===== config.mk =====
export PLATFORM = sky130hd
export DESIGN_NAME = bitmap_glyph_overlay_core_flat
export DESIGN_NICKNAME = d
export VERILOG_FILES = /design/src/rtl/core/bgo_pkg.sv /design/src/rtl/core/bgo_ifs.sv /design/src/rtl/core/bgo_front.sv /design/src/rtl/core/bgo_queue.sv /design/src/rtl/core/bgo_back.sv /design/src/rtl/core/bitmap_glyph_overlay_core.sv /design/src/flat_wrapper.sv
export SDC_FILE = /design/constraint.sdc
export NUM_CORES = 1
export LEC_CHECK = 0
export BUFFER_PORTS_ARGS = -buffer_cell sky130_fd_sc_hd__buf_4
export CAP_MARGIN = 20
export CORE_MARGIN = 2
export CORE_UTILIZATION = 44
export CTS_BUF_LIST = sky130_fd_sc_hd__clkbuf_8
export DETAILED_ROUTE_END_ITERATION = 12
export GPL_TIMING_DRIVEN = 1
export PLACE_DENSITY = 0.63
export SYNTH_ARGS = -nofsm -noshare
export SYNTH_HDL_FRONTEND = slang
export SYNTH_SLANG_ARGS = --single-unit

===== constraint.sdc =====
create_clock -name clk -period 8.25 [get_ports clk]
set_input_delay 0.825 -clock clk [delete_from_list [all_inputs] [get_ports clk]]
set_output_delay 0.825 -clock clk [all_outputs]
set_load 0.02 [all_outputs]

===== src/rtl/core/bgo_pkg.sv =====
// Shared types and constants of the bitmap glyph overlay core.
package bgo_pkg;

	localparam int ADDR_W      = 22;
	localparam int COLOR_W     = 24;
	localparam int DIM_W       = 12;
	localparam int BPR_W       = 4;
	localparam int ROWS_W      = 7;
	localparam int SLOT_W      = 8;
	localparam int GROW_W      = 6;
	localparam int BIDX_W      = 3;
	localparam int CFG_INDEX_W = 3;
	localparam int CFG_DATA_W  = 24;
	localparam int CNT_W       = 4;
	localparam int QUEUE_DEPTH = 4;

	localparam int DEF_MAX_WIDTH       = 2048;
	localparam int DEF_MAX_HEIGHT      = 2048;
	localparam int DEF_MAX_GLYPH_BYTES = 8;
	localparam int DEF_MAX_GLYPH_ROWS  = 64;
	localparam int DEF_MAX_CHARS       = 256;

	// Register indexes
	localparam logic [CFG_INDEX_W-1:0] REG_FRAME_WIDTH  = 3'd0;
	localparam logic [CFG_INDEX_W-1:0] REG_FRAME_HEIGHT = 3'd1;
	localparam logic [CFG_INDEX_W-1:0] REG_ORIGIN_X     = 3'd2;
	localparam logic [CFG_INDEX_W-1:0] REG_ORIGIN_Y     = 3'd3;
	localparam logic [CFG_INDEX_W-1:0] REG_GLYPH_BPR    = 3'd4;
	localparam logic [CFG_INDEX_W-1:0] REG_GLYPH_ROWS   = 3'd5;
	localparam logic [CFG_INDEX_W-1:0] REG_FG_COLOR     = 3'd6;
	localparam logic [CFG_INDEX_W-1:0] REG_BG_COLOR     = 3'd7;

	// Register reset values
	localparam logic [DIM_W-1:0]   RST_FRAME_WIDTH  = 12'd640;
	localparam logic [DIM_W-1:0]   RST_FRAME_HEIGHT = 12'd480;
	localparam logic [BPR_W-1:0]   RST_GLYPH_BPR    = 4'd2;
	localparam logic [ROWS_W-1:0]  RST_GLYPH_ROWS   = 7'd16;
	localparam logic [COLOR_W-1:0] RST_FG_COLOR     = 24'hFFFFFF;
	localparam logic [COLOR_W-1:0] RST_BG_COLOR     = 24'h000000;

	typedef struct packed {
		logic [DIM_W-1:0]   frame_width;
		logic [DIM_W-1:0]   frame_height;
		logic [DIM_W-1:0]   origin_x;
		logic [DIM_W-1:0]   origin_y;
		logic [BPR_W-1:0]   glyph_bytes_per_row;
		logic [ROWS_W-1:0]  glyph_rows;
		logic [COLOR_W-1:0] fg_color;
		logic [COLOR_W-1:0] bg_color;
	} cfg_t;

	// One run of pixel writes for the back end
	typedef struct packed {
		logic              origin_error;
		logic [ADDR_W-1:0] base_addr;
		logic [CNT_W-1:0]  count;
		logic [7:0]        bits;
	} cmd_t;

endpackage


===== src/rtl/core/bgo_ifs.sv =====
// Channel interfaces of the bitmap glyph overlay core.
interface bgo_in_if import bgo_pkg::*; ();
	logic              valid;
	logic              ready;
	logic [SLOT_W-1:0] char_slot;
	logic [GROW_W-1:0] glyph_row;
	logic [BIDX_W-1:0] byte_in_row;
	logic [7:0]        glyph_byte;

	modport source (output valid, char_slot, glyph_row, byte_in_row, glyph_byte,
		input ready);
	modport sink (input valid, char_slot, glyph_row, byte_in_row, glyph_byte,
		output ready);
endinterface

interface bgo_out_if import bgo_pkg::*; ();
	logic               valid;
	logic               ready;
	logic [ADDR_W-1:0]  pixel_address;
	logic [COLOR_W-1:0] pixel_color;
	logic               origin_error;
	logic               last;

	modport source (output valid, pixel_address, pixel_color, origin_error, last,
		input ready);
	modport sink (input valid, pixel_address, pixel_color, origin_error, last,
		output ready);
endinterface

interface bgo_cfg_if import bgo_pkg::*; ();
	logic                   valid;
	logic                   ready;
	logic [CFG_INDEX_W-1:0] index;
	logic [CFG_DATA_W-1:0]  data;

	modport source (output valid, index, data, input ready);
	modport sink (input valid, index, data, output ready);
endinterface


===== src/rtl/core/bgo_front.sv =====
// Front end: accepts glyph bytes, classifies them and builds pixel-run commands.
module bgo_front
	import bgo_pkg::*;
#(
	parameter int MAX_WIDTH       = DEF_MAX_WIDTH,
	parameter int MAX_HEIGHT      = DEF_MAX_HEIGHT,
	parameter int MAX_GLYPH_BYTES = DEF_MAX_GLYPH_BYTES,
	parameter int MAX_GLYPH_ROWS  = DEF_MAX_GLYPH_ROWS,
	parameter int MAX_CHARS       = DEF_MAX_CHARS
) (
	input  logic      clk,
	input  logic      arst_n,
	input  cfg_t      cfg,
	bgo_in_if.sink    glyph,
	output logic      push_valid,
	output cmd_t      push_cmd,
	input  logic      push_ready
);

	localparam int COL_W = 17;
	localparam int YS_W  = DIM_W + 1;

	logic [DIM_W-1:0]  w, h;
	logic [BPR_W-1:0]  bpr;
	logic [ROWS_W-1:0] rows;
	logic              err0, outside0, below0;
	logic [YS_W-1:0]   x0, y0, ysum;
	logic [DIM_W-1:0]  brow0;
	logic [SLOT_W+BPR_W-1:0] slot_off;
	logic [COL_W-1:0]  col0;
	logic              adv1, adv2;

	logic              v_s1, err_s1, keep_s1;
	logic [DIM_W-1:0]  brow_s1;
	logic [COL_W-1:0]  col0_s1;
	logic [7:0]        bits_s1;

	logic              fits;
	logic [COL_W-1:0]  room;
	logic [CNT_W-1:0]  cnt;
	logic [2*DIM_W-1:0] prod;
	logic [ADDR_W-1:0] base;

	logic              v_s2;
	cmd_t              cmd_s2;

	// Saturate the size registers
	assign w    = (32'(cfg.frame_width) > MAX_WIDTH) ? DIM_W'(MAX_WIDTH) : cfg.frame_width;
	assign h    = (32'(cfg.frame_height) > MAX_HEIGHT) ? DIM_W'(MAX_HEIGHT)
		: cfg.frame_height;
	assign bpr  = (32'(cfg.glyph_bytes_per_row) > MAX_GLYPH_BYTES)
		? BPR_W'(MAX_GLYPH_BYTES) : cfg.glyph_bytes_per_row;
	assign rows = (32'(cfg.glyph_rows) > MAX_GLYPH_ROWS)
		? ROWS_W'(MAX_GLYPH_ROWS) : cfg.glyph_rows;

	// Classify the incoming byte and find its row and first column
	always_comb begin
		err0     = (cfg.frame_width < cfg.origin_x) || (cfg.frame_height < cfg.origin_y);
		outside0 = (ROWS_W'(glyph.glyph_row) >= rows)
			|| (BPR_W'(glyph.byte_in_row) >= bpr)
			|| (32'(glyph.char_slot) >= MAX_CHARS);
		x0       = YS_W'(cfg.origin_x) + YS_W'(cfg.origin_x[0]);
		y0       = YS_W'(cfg.origin_y) + YS_W'(cfg.origin_y[0]);
		ysum     = y0 + YS_W'(glyph.glyph_row);
		below0   = ysum >= YS_W'(h);
		brow0    = DIM_W'(YS_W'(h) - YS_W'(1) - ysum);
		slot_off = glyph.char_slot * bpr;
		col0     = COL_W'(x0) + COL_W'({slot_off, 3'b000})
			+ COL_W'({glyph.byte_in_row, 3'b000});
	end

	// Clip against the frame width and form the base address
	always_comb begin
		fits = col0_s1 < COL_W'(w);
		room = COL_W'(w) - col0_s1;
		cnt  = (room >= COL_W'(8)) ? CNT_W'(8) : CNT_W'(room[CNT_W-1:0]);
		prod = brow_s1 * w;
		base = ADDR_W'(prod + (2*DIM_W)'(col0_s1));
	end

	// Advance when the next stage has room
	assign adv2 = !v_s2 || push_ready;
	assign adv1 = !v_s1 || adv2;
	assign glyph.ready = adv1;

	always_ff @(posedge clk or negedge arst_n) begin
		if (!arst_n) begin
			v_s1 <= 1'b0;
			v_s2 <= 1'b0;
		end else begin
			if (adv1) begin
				v_s1 <= glyph.valid;
			end
			// Drop bytes that produce no pixel
			if (adv2) begin
				v_s2 <= v_s1 && (err_s1 || (keep_s1 && fits));
			end
		end
	end

	always_ff @(posedge clk) begin
		if (adv1 && glyph.valid) begin
			err_s1  <= err0;
			keep_s1 <= !outside0 && !below0;
			brow_s1 <= brow0;
			col0_s1 <= col0;
			bits_s1 <= glyph.glyph_byte;
		end
		if (adv2 && v_s1) begin
			if (err_s1) begin
				cmd_s2.origin_error <= 1'b1;
				cmd_s2.base_addr    <= '0;
				cmd_s2.count        <= CNT_W'(1);
				cmd_s2.bits         <= '0;
			end else begin
				cmd_s2.origin_error <= 1'b0;
				cmd_s2.base_addr    <= base;
				cmd_s2.count        <= cnt;
				cmd_s2.bits         <= bits_s1;
			end
		end
	end

	assign push_valid = v_s2;
	assign push_cmd   = cmd_s2;

endmodule


===== src/rtl/core/bgo_queue.sv =====
// Short command queue between the front and back ends.
module bgo_queue
	import bgo_pkg::*;
(
	input  logic clk,
	input  logic arst_n,
	input  logic push_valid,
	input  cmd_t push_cmd,
	output logic push_ready,
	output logic pop_valid,
	output cmd_t pop_cmd,
	input  logic pop
);

	localparam int PTR_W = (QUEUE_DEPTH > 1) ? $clog2(QUEUE_DEPTH) : 1;
	localparam int CNT_QW = $clog2(QUEUE_DEPTH + 1);

	cmd_t              mem_q [QUEUE_DEPTH];
	logic [PTR_W-1:0]  wr_ptr_q, rd_ptr_q;
	logic [CNT_QW-1:0] count_q;
	logic              do_push, do_pop;

	assign push_ready = count_q != CNT_QW'(QUEUE_DEPTH);
	assign pop_valid  = count_q != '0;
	assign pop_cmd    = mem_q[rd_ptr_q];
	assign do_push    = push_valid && push_ready;
	assign do_pop     = pop && pop_valid;

	// Move pointers and occupancy
	always_ff @(posedge clk or negedge arst_n) begin
		if (!arst_n) begin
			wr_ptr_q <= '0;
			rd_ptr_q <= '0;
			count_q  <= '0;
		end else begin
			if (do_push) begin
				wr_ptr_q <= (wr_ptr_q == PTR_W'(QUEUE_DEPTH - 1)) ? '0 : wr_ptr_q + PTR_W'(1);
			end
			if (do_pop) begin
				rd_ptr_q <= (rd_ptr_q == PTR_W'(QUEUE_DEPTH - 1)) ? '0 : rd_ptr_q + PTR_W'(1);
			end
			if (do_push && !do_pop) begin
				count_q <= count_q + CNT_QW'(1);
			end else if (do_pop && !do_push) begin
				count_q <= count_q - CNT_QW'(1);
			end
		end
	end

	// Store the command
	always_ff @(posedge clk) begin
		if (do_push) begin
			mem_q[wr_ptr_q] <= push_cmd;
		end
	end

endmodule


===== src/rtl/core/bgo_back.sv =====
// Back end: expands each command into pixel writes, one per cycle while the receiver is ready.
module bgo_back
	import bgo_pkg::*;
(
	input  logic       clk,
	input  logic       arst_n,
	input  cfg_t       cfg,
	input  logic       pop_valid,
	input  cmd_t       pop_cmd,
	output logic       pop,
	bgo_out_if.source  pixel
);

	logic               act_q;
	cmd_t               cmd_q;
	logic [2:0]         idx_q;
	logic               out_adv, emit, at_end, fin, load;
	logic               pv_q;
	logic [ADDR_W-1:0]  addr_q;
	logic [COLOR_W-1:0] color_q;
	logic               err_q, last_q;

	assign out_adv = !pv_q || pixel.ready;
	assign emit    = act_q && out_adv;
	assign at_end  = CNT_W'(idx_q) == (cmd_q.count - CNT_W'(1));
	assign fin     = emit && at_end;
	assign load    = (!act_q || fin) && pop_valid;
	assign pop     = load;

	// Step through the pixels of the current command
	always_ff @(posedge clk or negedge arst_n) begin
		if (!arst_n) begin
			act_q <= 1'b0;
			pv_q  <= 1'b0;
		end else begin
			if (load) begin
				act_q <= 1'b1;
			end else if (fin) begin
				act_q <= 1'b0;
			end
			if (out_adv) begin
				pv_q <= act_q;
			end
		end
	end

	always_ff @(posedge clk) begin
		if (load) begin
			cmd_q <= pop_cmd;
			idx_q <= '0;
		end else if (emit) begin
			idx_q <= idx_q + 3'd1;
		end
		// Hold the result until the receiver takes it
		if (emit) begin
			addr_q  <= cmd_q.base_addr + ADDR_W'(idx_q);
			err_q   <= cmd_q.origin_error;
			last_q  <= at_end;
			if (cmd_q.origin_error) begin
				color_q <= '0;
			end else begin
				color_q <= cmd_q.bits[~idx_q] ? cfg.fg_color : cfg.bg_color;
			end
		end
	end

	assign pixel.valid         = pv_q;
	assign pixel.pixel_address = addr_q;
	assign pixel.pixel_color   = color_q;
	assign pixel.origin_error  = err_q;
	assign pixel.last          = last_q;

	// An error result stands alone with a zero payload
	a_err_alone: assert property (@(posedge clk) disable iff (!arst_n)
		(pixel.valid && pixel.origin_error) |->
		(pixel.last && pixel.pixel_address == '0 && pixel.pixel_color == '0))
		else $error("origin error result not alone or not zero");

	// Pixels of one byte follow back to back at consecutive addresses
	a_next_pixel: assert property (@(posedge clk) disable iff (!arst_n)
		(pixel.valid && pixel.ready && !pixel.last) |=>
		(pixel.valid && pixel.pixel_address == $past(pixel.pixel_address) + 22'd1))
		else $error("pixel run broken");

	// No command is taken while the current one still has pixels left
	a_no_early_load: assert property (@(posedge clk) disable iff (!arst_n)
		(act_q && !fin) |-> !pop)
		else $error("command loaded over an active one");

endmodule


===== src/rtl/core/bitmap_glyph_overlay_core.sv =====
// Top level of the bitmap glyph overlay core: registers, front end, queue, back end.
//
// Usage: write the size, origin and color registers on the cfg channel while the
// core is idle (index 0..7: frame width, frame height, origin x, origin y, glyph
// bytes per row, glyph rows, foreground color, background color). Then send glyph
// bytes on the glyph channel, one transaction per byte with its character slot,
// glyph row and byte index. Each byte gives up to eight pixel transactions on the
// pixel channel, leftmost bit first, with last set on the final one; a byte that
// falls wholly outside the frame or glyph gives none, and an origin beyond the
// frame size gives one transaction flagged origin_error.
// When the core is empty, a byte passes the front-end stage registers, the command
// queue, the back end's command register and its output register. The back end
// writes one pixel per cycle while the pixel receiver is ready; the front end takes
// one byte per cycle while glyph.ready is high, and a four-entry command queue
// decouples the two. A skipped byte is dropped after the first front-end stage.
// When the pixel receiver stalls, the output register holds its transaction, the
// queue fills and then glyph.ready drops. Reset clears all valid state and loads
// the register defaults (640 x 480 frame, origin 0, 2 x 16 glyph, white on black).
module bitmap_glyph_overlay_core
	import bgo_pkg::*;
#(
	parameter int MAX_WIDTH       = DEF_MAX_WIDTH,
	parameter int MAX_HEIGHT      = DEF_MAX_HEIGHT,
	parameter int MAX_GLYPH_BYTES = DEF_MAX_GLYPH_BYTES,
	parameter int MAX_GLYPH_ROWS  = DEF_MAX_GLYPH_ROWS,
	parameter int MAX_CHARS       = DEF_MAX_CHARS
) (
	input  logic       clk,
	input  logic       arst_n,
	bgo_cfg_if.sink    cfg,
	bgo_in_if.sink     glyph,
	bgo_out_if.source  pixel
);

	cfg_t cfg_q;
	logic push_valid, push_ready, pop_valid, pop;
	cmd_t push_cmd, pop_cmd;

	assign cfg.ready = 1'b1;

	// Write the configuration registers
	always_ff @(posedge clk or negedge arst_n) begin
		if (!arst_n) begin
			cfg_q.frame_width         <= RST_FRAME_WIDTH;
			cfg_q.frame_height        <= RST_FRAME_HEIGHT;
			cfg_q.origin_x            <= '0;
			cfg_q.origin_y            <= '0;
			cfg_q.glyph_bytes_per_row <= RST_GLYPH_BPR;
			cfg_q.glyph_rows          <= RST_GLYPH_ROWS;
			cfg_q.fg_color            <= RST_FG_COLOR;
			cfg_q.bg_color            <= RST_BG_COLOR;
		end else if (cfg.valid) begin
			case (cfg.index)
				REG_FRAME_WIDTH:  cfg_q.frame_width  <= cfg.data[DIM_W-1:0];
				REG_FRAME_HEIGHT: cfg_q.frame_height <= cfg.data[DIM_W-1:0];
				REG_ORIGIN_X:     cfg_q.origin_x     <= cfg.data[DIM_W-1:0];
				REG_ORIGIN_Y:     cfg_q.origin_y     <= cfg.data[DIM_W-1:0];
				REG_GLYPH_BPR:    cfg_q.glyph_bytes_per_row <= cfg.data[BPR_W-1:0];
				REG_GLYPH_ROWS:   cfg_q.glyph_rows   <= cfg.data[ROWS_W-1:0];
				REG_FG_COLOR:     cfg_q.fg_color     <= cfg.data[COLOR_W-1:0];
				REG_BG_COLOR:     cfg_q.bg_color     <= cfg.data[COLOR_W-1:0];
				default: begin
				end
			endcase
		end
	end

	bgo_front #(
		.MAX_WIDTH       (MAX_WIDTH),
		.MAX_HEIGHT      (MAX_HEIGHT),
		.MAX_GLYPH_BYTES (MAX_GLYPH_BYTES),
		.MAX_GLYPH_ROWS  (MAX_GLYPH_ROWS),
		.MAX_CHARS       (MAX_CHARS)
	) u_front (
		.clk        (clk),
		.arst_n     (arst_n),
		.cfg        (cfg_q),
		.glyph      (glyph),
		.push_valid (push_valid),
		.push_cmd   (push_cmd),
		.push_ready (push_ready)
	);

	bgo_queue u_queue (
		.clk        (clk),
		.arst_n     (arst_n),
		.push_valid (push_valid),
		.push_cmd   (push_cmd),
		.push_ready (push_ready),
		.pop_valid  (pop_valid),
		.pop_cmd    (pop_cmd),
		.pop        (pop)
	);

	bgo_back u_back (
		.clk       (clk),
		.arst_n    (arst_n),
		.cfg       (cfg_q),
		.pop_valid (pop_valid),
		.pop_cmd   (pop_cmd),
		.pop       (pop),
		.pixel     (pixel)
	);

endmodule

===== src/flat_wrapper.sv =====
// flat-port wrapper written by rule: the top's interface ports become plain ports
module bitmap_glyph_overlay_core_flat import bgo_pkg::*;
#(
	parameter int MAX_WIDTH       = DEF_MAX_WIDTH,
	parameter int MAX_HEIGHT      = DEF_MAX_HEIGHT,
	parameter int MAX_GLYPH_BYTES = DEF_MAX_GLYPH_BYTES,
	parameter int MAX_GLYPH_ROWS  = DEF_MAX_GLYPH_ROWS,
	parameter int MAX_CHARS       = DEF_MAX_CHARS
)
  (clk, arst_n, cfg_valid, cfg_index, cfg_data, cfg_ready, glyph_valid, glyph_char_slot, glyph_glyph_row, glyph_byte_in_row, glyph_glyph_byte, glyph_ready, pixel_valid, pixel_pixel_address, pixel_pixel_color, pixel_origin_error, pixel_last, pixel_ready);
  bgo_cfg_if cfg_i ();
  bgo_in_if glyph_i ();
  bgo_out_if pixel_i ();
  input  logic clk;
  input  logic arst_n;
  input wire logic [$bits(cfg_i.valid)-1:0] cfg_valid;
  input wire logic [$bits(cfg_i.index)-1:0] cfg_index;
  input wire logic [$bits(cfg_i.data)-1:0] cfg_data;
  output wire logic [$bits(cfg_i.ready)-1:0] cfg_ready;
  input wire logic [$bits(glyph_i.valid)-1:0] glyph_valid;
  input wire logic [$bits(glyph_i.char_slot)-1:0] glyph_char_slot;
  input wire logic [$bits(glyph_i.glyph_row)-1:0] glyph_glyph_row;
  input wire logic [$bits(glyph_i.byte_in_row)-1:0] glyph_byte_in_row;
  input wire logic [$bits(glyph_i.glyph_byte)-1:0] glyph_glyph_byte;
  output wire logic [$bits(glyph_i.ready)-1:0] glyph_ready;
  output wire logic [$bits(pixel_i.valid)-1:0] pixel_valid;
  output wire logic [$bits(pixel_i.pixel_address)-1:0] pixel_pixel_address;
  output wire logic [$bits(pixel_i.pixel_color)-1:0] pixel_pixel_color;
  output wire logic [$bits(pixel_i.origin_error)-1:0] pixel_origin_error;
  output wire logic [$bits(pixel_i.last)-1:0] pixel_last;
  input wire logic [$bits(pixel_i.ready)-1:0] pixel_ready;
  assign cfg_i.valid = cfg_valid;
  assign cfg_i.index = cfg_index;
  assign cfg_i.data = cfg_data;
  assign cfg_ready = cfg_i.ready;
  assign glyph_i.valid = glyph_valid;
  assign glyph_i.char_slot = glyph_char_slot;
  assign glyph_i.glyph_row = glyph_glyph_row;
  assign glyph_i.byte_in_row = glyph_byte_in_row;
  assign glyph_i.glyph_byte = glyph_glyph_byte;
  assign glyph_ready = glyph_i.ready;
  assign pixel_valid = pixel_i.valid;
  assign pixel_pixel_address = pixel_i.pixel_address;
  assign pixel_pixel_color = pixel_i.pixel_color;
  assign pixel_origin_error = pixel_i.origin_error;
  assign pixel_last = pixel_i.last;
  assign pixel_i.ready = pixel_ready;
  bitmap_glyph_overlay_core #(.MAX_WIDTH(MAX_WIDTH), .MAX_HEIGHT(MAX_HEIGHT), .MAX_GLYPH_BYTES(MAX_GLYPH_BYTES), .MAX_GLYPH_ROWS(MAX_GLYPH_ROWS), .MAX_CHARS(MAX_CHARS)) u_core (.clk(clk), .arst_n(arst_n), .cfg(cfg_i), .glyph(glyph_i), .pixel(pixel_i));
endmodule

==> flow_summary.ini <==
[sta]
relSlewSlack = 0.295
max_freq_mhz = 155
finClkSkew_ns = 0.0365
finalHoldViolCount = 0
finalSetupTns_ns = 0
rsz0062_at_grt = false
worst_slew_pin_slew_ns = 1.05
period_needed_ns = 6.45
fin_crit_sh = 0.782
slew_viol_final = 0
setup_violations = 0

[clocking]
cts_num_sinks = 416
cts_tree = built
max-clock-path-buffers = 3
ctsResizeCount = 0
htree_levels = 3
insertion_delay_ns = 0.63
root_buffer = clkbuf_8
postCtsSetupRepairBufs = 0
cts_inserted_buffers = 71
hold_buffers = 0
clk_pin_slew_worst_paths_ns = 0.06

[die]
die_w_um = 240
die_area_sq_um = 57700
initial_utilization = 0.445
die_height_um = 240
ios = 108
design.core.area_sq_um = 55200
num_rows = 86

[detailed_routing]
via_per_inst = 5.04
drtIter0Drc = 607
vias = 14600
first_pass_iters = 5
routed_wl_mm = 48.3
drc_errors = 0
postRouteAntennaNets = 0
wl_per_cell_um = 16.7

[grt]
antenna_found_initial = 0
grt_max_degree = 63
grt-ovfl-total = 0
track_usage = 0.178
grt_pass1_vias = 15600
grt_pass1_wl_mm = 80.4

[synthesis]
ys.flop_type = edfxtp_1
synthesis.nets = 2318
synth.avg_cell_area_sq_um = 12.5
ys_warn_count = 0
synth_area_sq_um = 24600
syn_inst = 1958
synth-seq-area-share = 0.485
synth_common_cells = 295 x edfxtp_1, 270 x inv_1, 170 x ha_1
synth_area_leaders = edfxtp_1 36%, fa_1 11%, dfrtp_1 8.8%
synth_most_common_cell = edfxtp_1
synth_top_cell_area_share = 0.361
synth-seq-cells = 416
synthArstFlopShare = 0.284
synth_top_area_cell = edfxtp_1
synth_cell_types = 71
synth_edf_count = 295

[setup_path]
crit_type = register to register
r2r_end = u_core.u_front.push_cmd[31]
worstPathCellList = nor2b_1 > nand2_1 > fa_1 > fa_1 > fa_1 > inv_1 > fa_1 > inv_1 > fa_1 > inv_1 > ha_1 > a211o_1 > o311a_1 > o21a_1 > a221oi_2 > xor2_1 > nor2_1
rr_worst_depth = 17
required_ns = 8.61
critical_path_arrival_ns = 6.80
reg2reg_slack_ns = 1.80
reg2reg_from = u_core.cfg_q[106]
start_kind = register
path_max_fanout = 26
cp-end-kind = register
critPathMaxStageDelay_ns = 0.91
critPathSlowestCell = nor2b_1
crit_top_cell = fa_1

[layout]
drive_gt1_frac = 0.184
area_growth_pct = 11.8
fin_nets = 2454
insertedDiodeCount = 0

[status]
status = finished clean

[place]
port_buffers = 106
place.gp.congestion = 0.906
hpwl_mm = 35.3

[hold_path]
hp-class = input port to async pin

[flow_run]
maxCapViolations = 0
==> state kept, by name (all words and copies together), names as in the netlist, 2 cells and up <==
| signal | cells |
|---|---|
| u_core.u_queue.wr_ptr_q | 2 |
| u_core.u_front.brow_s1 | 12 |
| u_core.u_front.push_cmd | 35 |
| u_core.u_queue.mem_q | 140 |
| u_core.cfg_q | 107 |
| u_core.u_front.bits_s1 | 8 |
| u_core.u_back.pixel.pixel_color | 24 |
| u_core.u_back.idx_q | 3 |
| u_core.u_queue.count_q | 3 |
| u_core.u_back.pixel.pixel_address | 22 |
| u_core.u_queue.rd_ptr_q | 2 |
| u_core.u_back.cmd_q | 35 |
| u_core.u_front.col0_s1 | 15 |
==> logic make-up (layout without fill, tap and decap cells) <==
logic type,count (synthesis),after routing,share of synthesized area
buffers and inverters,331,521,0.0516
other,1,1,0.000153
adders and majority gates,303,303,0.195
and+or+nand+nor,472,472,0.0964
muxes,163,163,0.0908
DFF,416,416,0.485
xor gates and xnor gates,90,90,0.0321
AOI/OAI and AO/OA,182,182,0.0491
==> cell usage in the layout (no fill, tap or decap), types with 5 or more instances in the layout <==
| cell | instances |
|---|---|
| edfxtp_1 | 295 |
| inv_1 | 289 |
| ha_1 | 170 |
| nand2_1 | 139 |
| fa_1 | 133 |
| buf_4 | 122 |
| and2_1 | 100 |
| mux2_2 | 97 |
| nor2_1 | 86 |
| dfrtp_1 | 84 |
| clkbuf_8 | 74 |
| xnor2_1 | 64 |
| a21oi_1 | 42 |
| o21ai_0 | 40 |
| nor2b_1 | 39 |
| mux4_2 | 37 |
| dfstp_2 | 32 |
| nor3_1 | 28 |
| xor2_1 | 26 |
| mux2i_1 | 26 |
| nand2b_1 | 24 |
| a21o_1 | 22 |
| o21a_1 | 15 |
| clkinv_2 | 14 |
| nand3_1 | 13 |
| clkinv_1 | 13 |
| and3_1 | 10 |
| a211oi_1 | 10 |
| nand4_1 | 7 |
| a31oi_1 | 5 |
==> worst max-delay path: cells and delay by family (launching register included) <==
kind            cells  cell delay (ns)
flops               1             0.67
compound gates      4             1.14
xor+xnor            1             0.17
fa+ha+maj           6             2.88
buf+inv             3             0.14
simple gates        3             1.14
==> through the flow <==
step | util | area, sq um | hold WS, ns | std cells | setup WS, ns
finish | 0.498 | 27500 | 0.263 | 2896 | 1.80
CTS | 0.498 | 27500 | 0.216 | 2895 | 1.75
global placement | 0.474 | 26200 | 0.467 | 2767 | 1.93
detailed placement | 0.475 | 26200 | 0.483 | 2768 | 1.78
global route | 0.498 | 27500 | 0.284 | 2896 | 1.36
floorplan | - | 24600 | 0.424 | 1958 | 2.52
==> metal layers <==
metal	track usage	up-vias	part of all wire
met3	0.0284	80	0.035
li1	-	6949	-
met1	0.229	7285	0.45
met2	0.305	271	0.49
met5	0	-	0
met4	0.0608	0	0.024
==> area by class of cell <==
cell class / instances / area (sq um)
Fill cell: 4859 / 27700
Sequential cell: 416 / 11900
Multi-Input combinational cell: 1211 / 11400
Clock buffer: 74 / 1020
Inverter: 270 / 1010
Timing Repair Buffer: 124 / 943
Tap cell: 748 / 936
Clock inverter: 53 / 255
==> worst max path at each step <==
| stage | startpoint | slack (ns) | cells past startpoint | end |
|---|---|---|---|---|
| after global placement | u_core.cfg_q[106] | 1.93 | 17 | u_core.u_front.push_cmd[31] |
| after detailed placement | u_core.cfg_q[106] | 1.78 | 17 | u_core.u_front.push_cmd[31] |
| final | u_core.cfg_q[106] | 1.80 | 17 | u_core.u_front.push_cmd[31] |
| after CTS | u_core.cfg_q[106] | 1.75 | 17 | u_core.u_front.push_cmd[31] |
| after floorplan | u_core.cfg_q[106] | 2.52 | 19 | u_core.u_front.push_cmd[31] |
| after global routing | u_core.cfg_q[106] | 1.36 | 18 | u_core.u_front.push_cmd[32] |
Power is left out: the tool's default activity adds up to more than one toggle a clock period on the data nets, which glitch-free logic cannot reach.
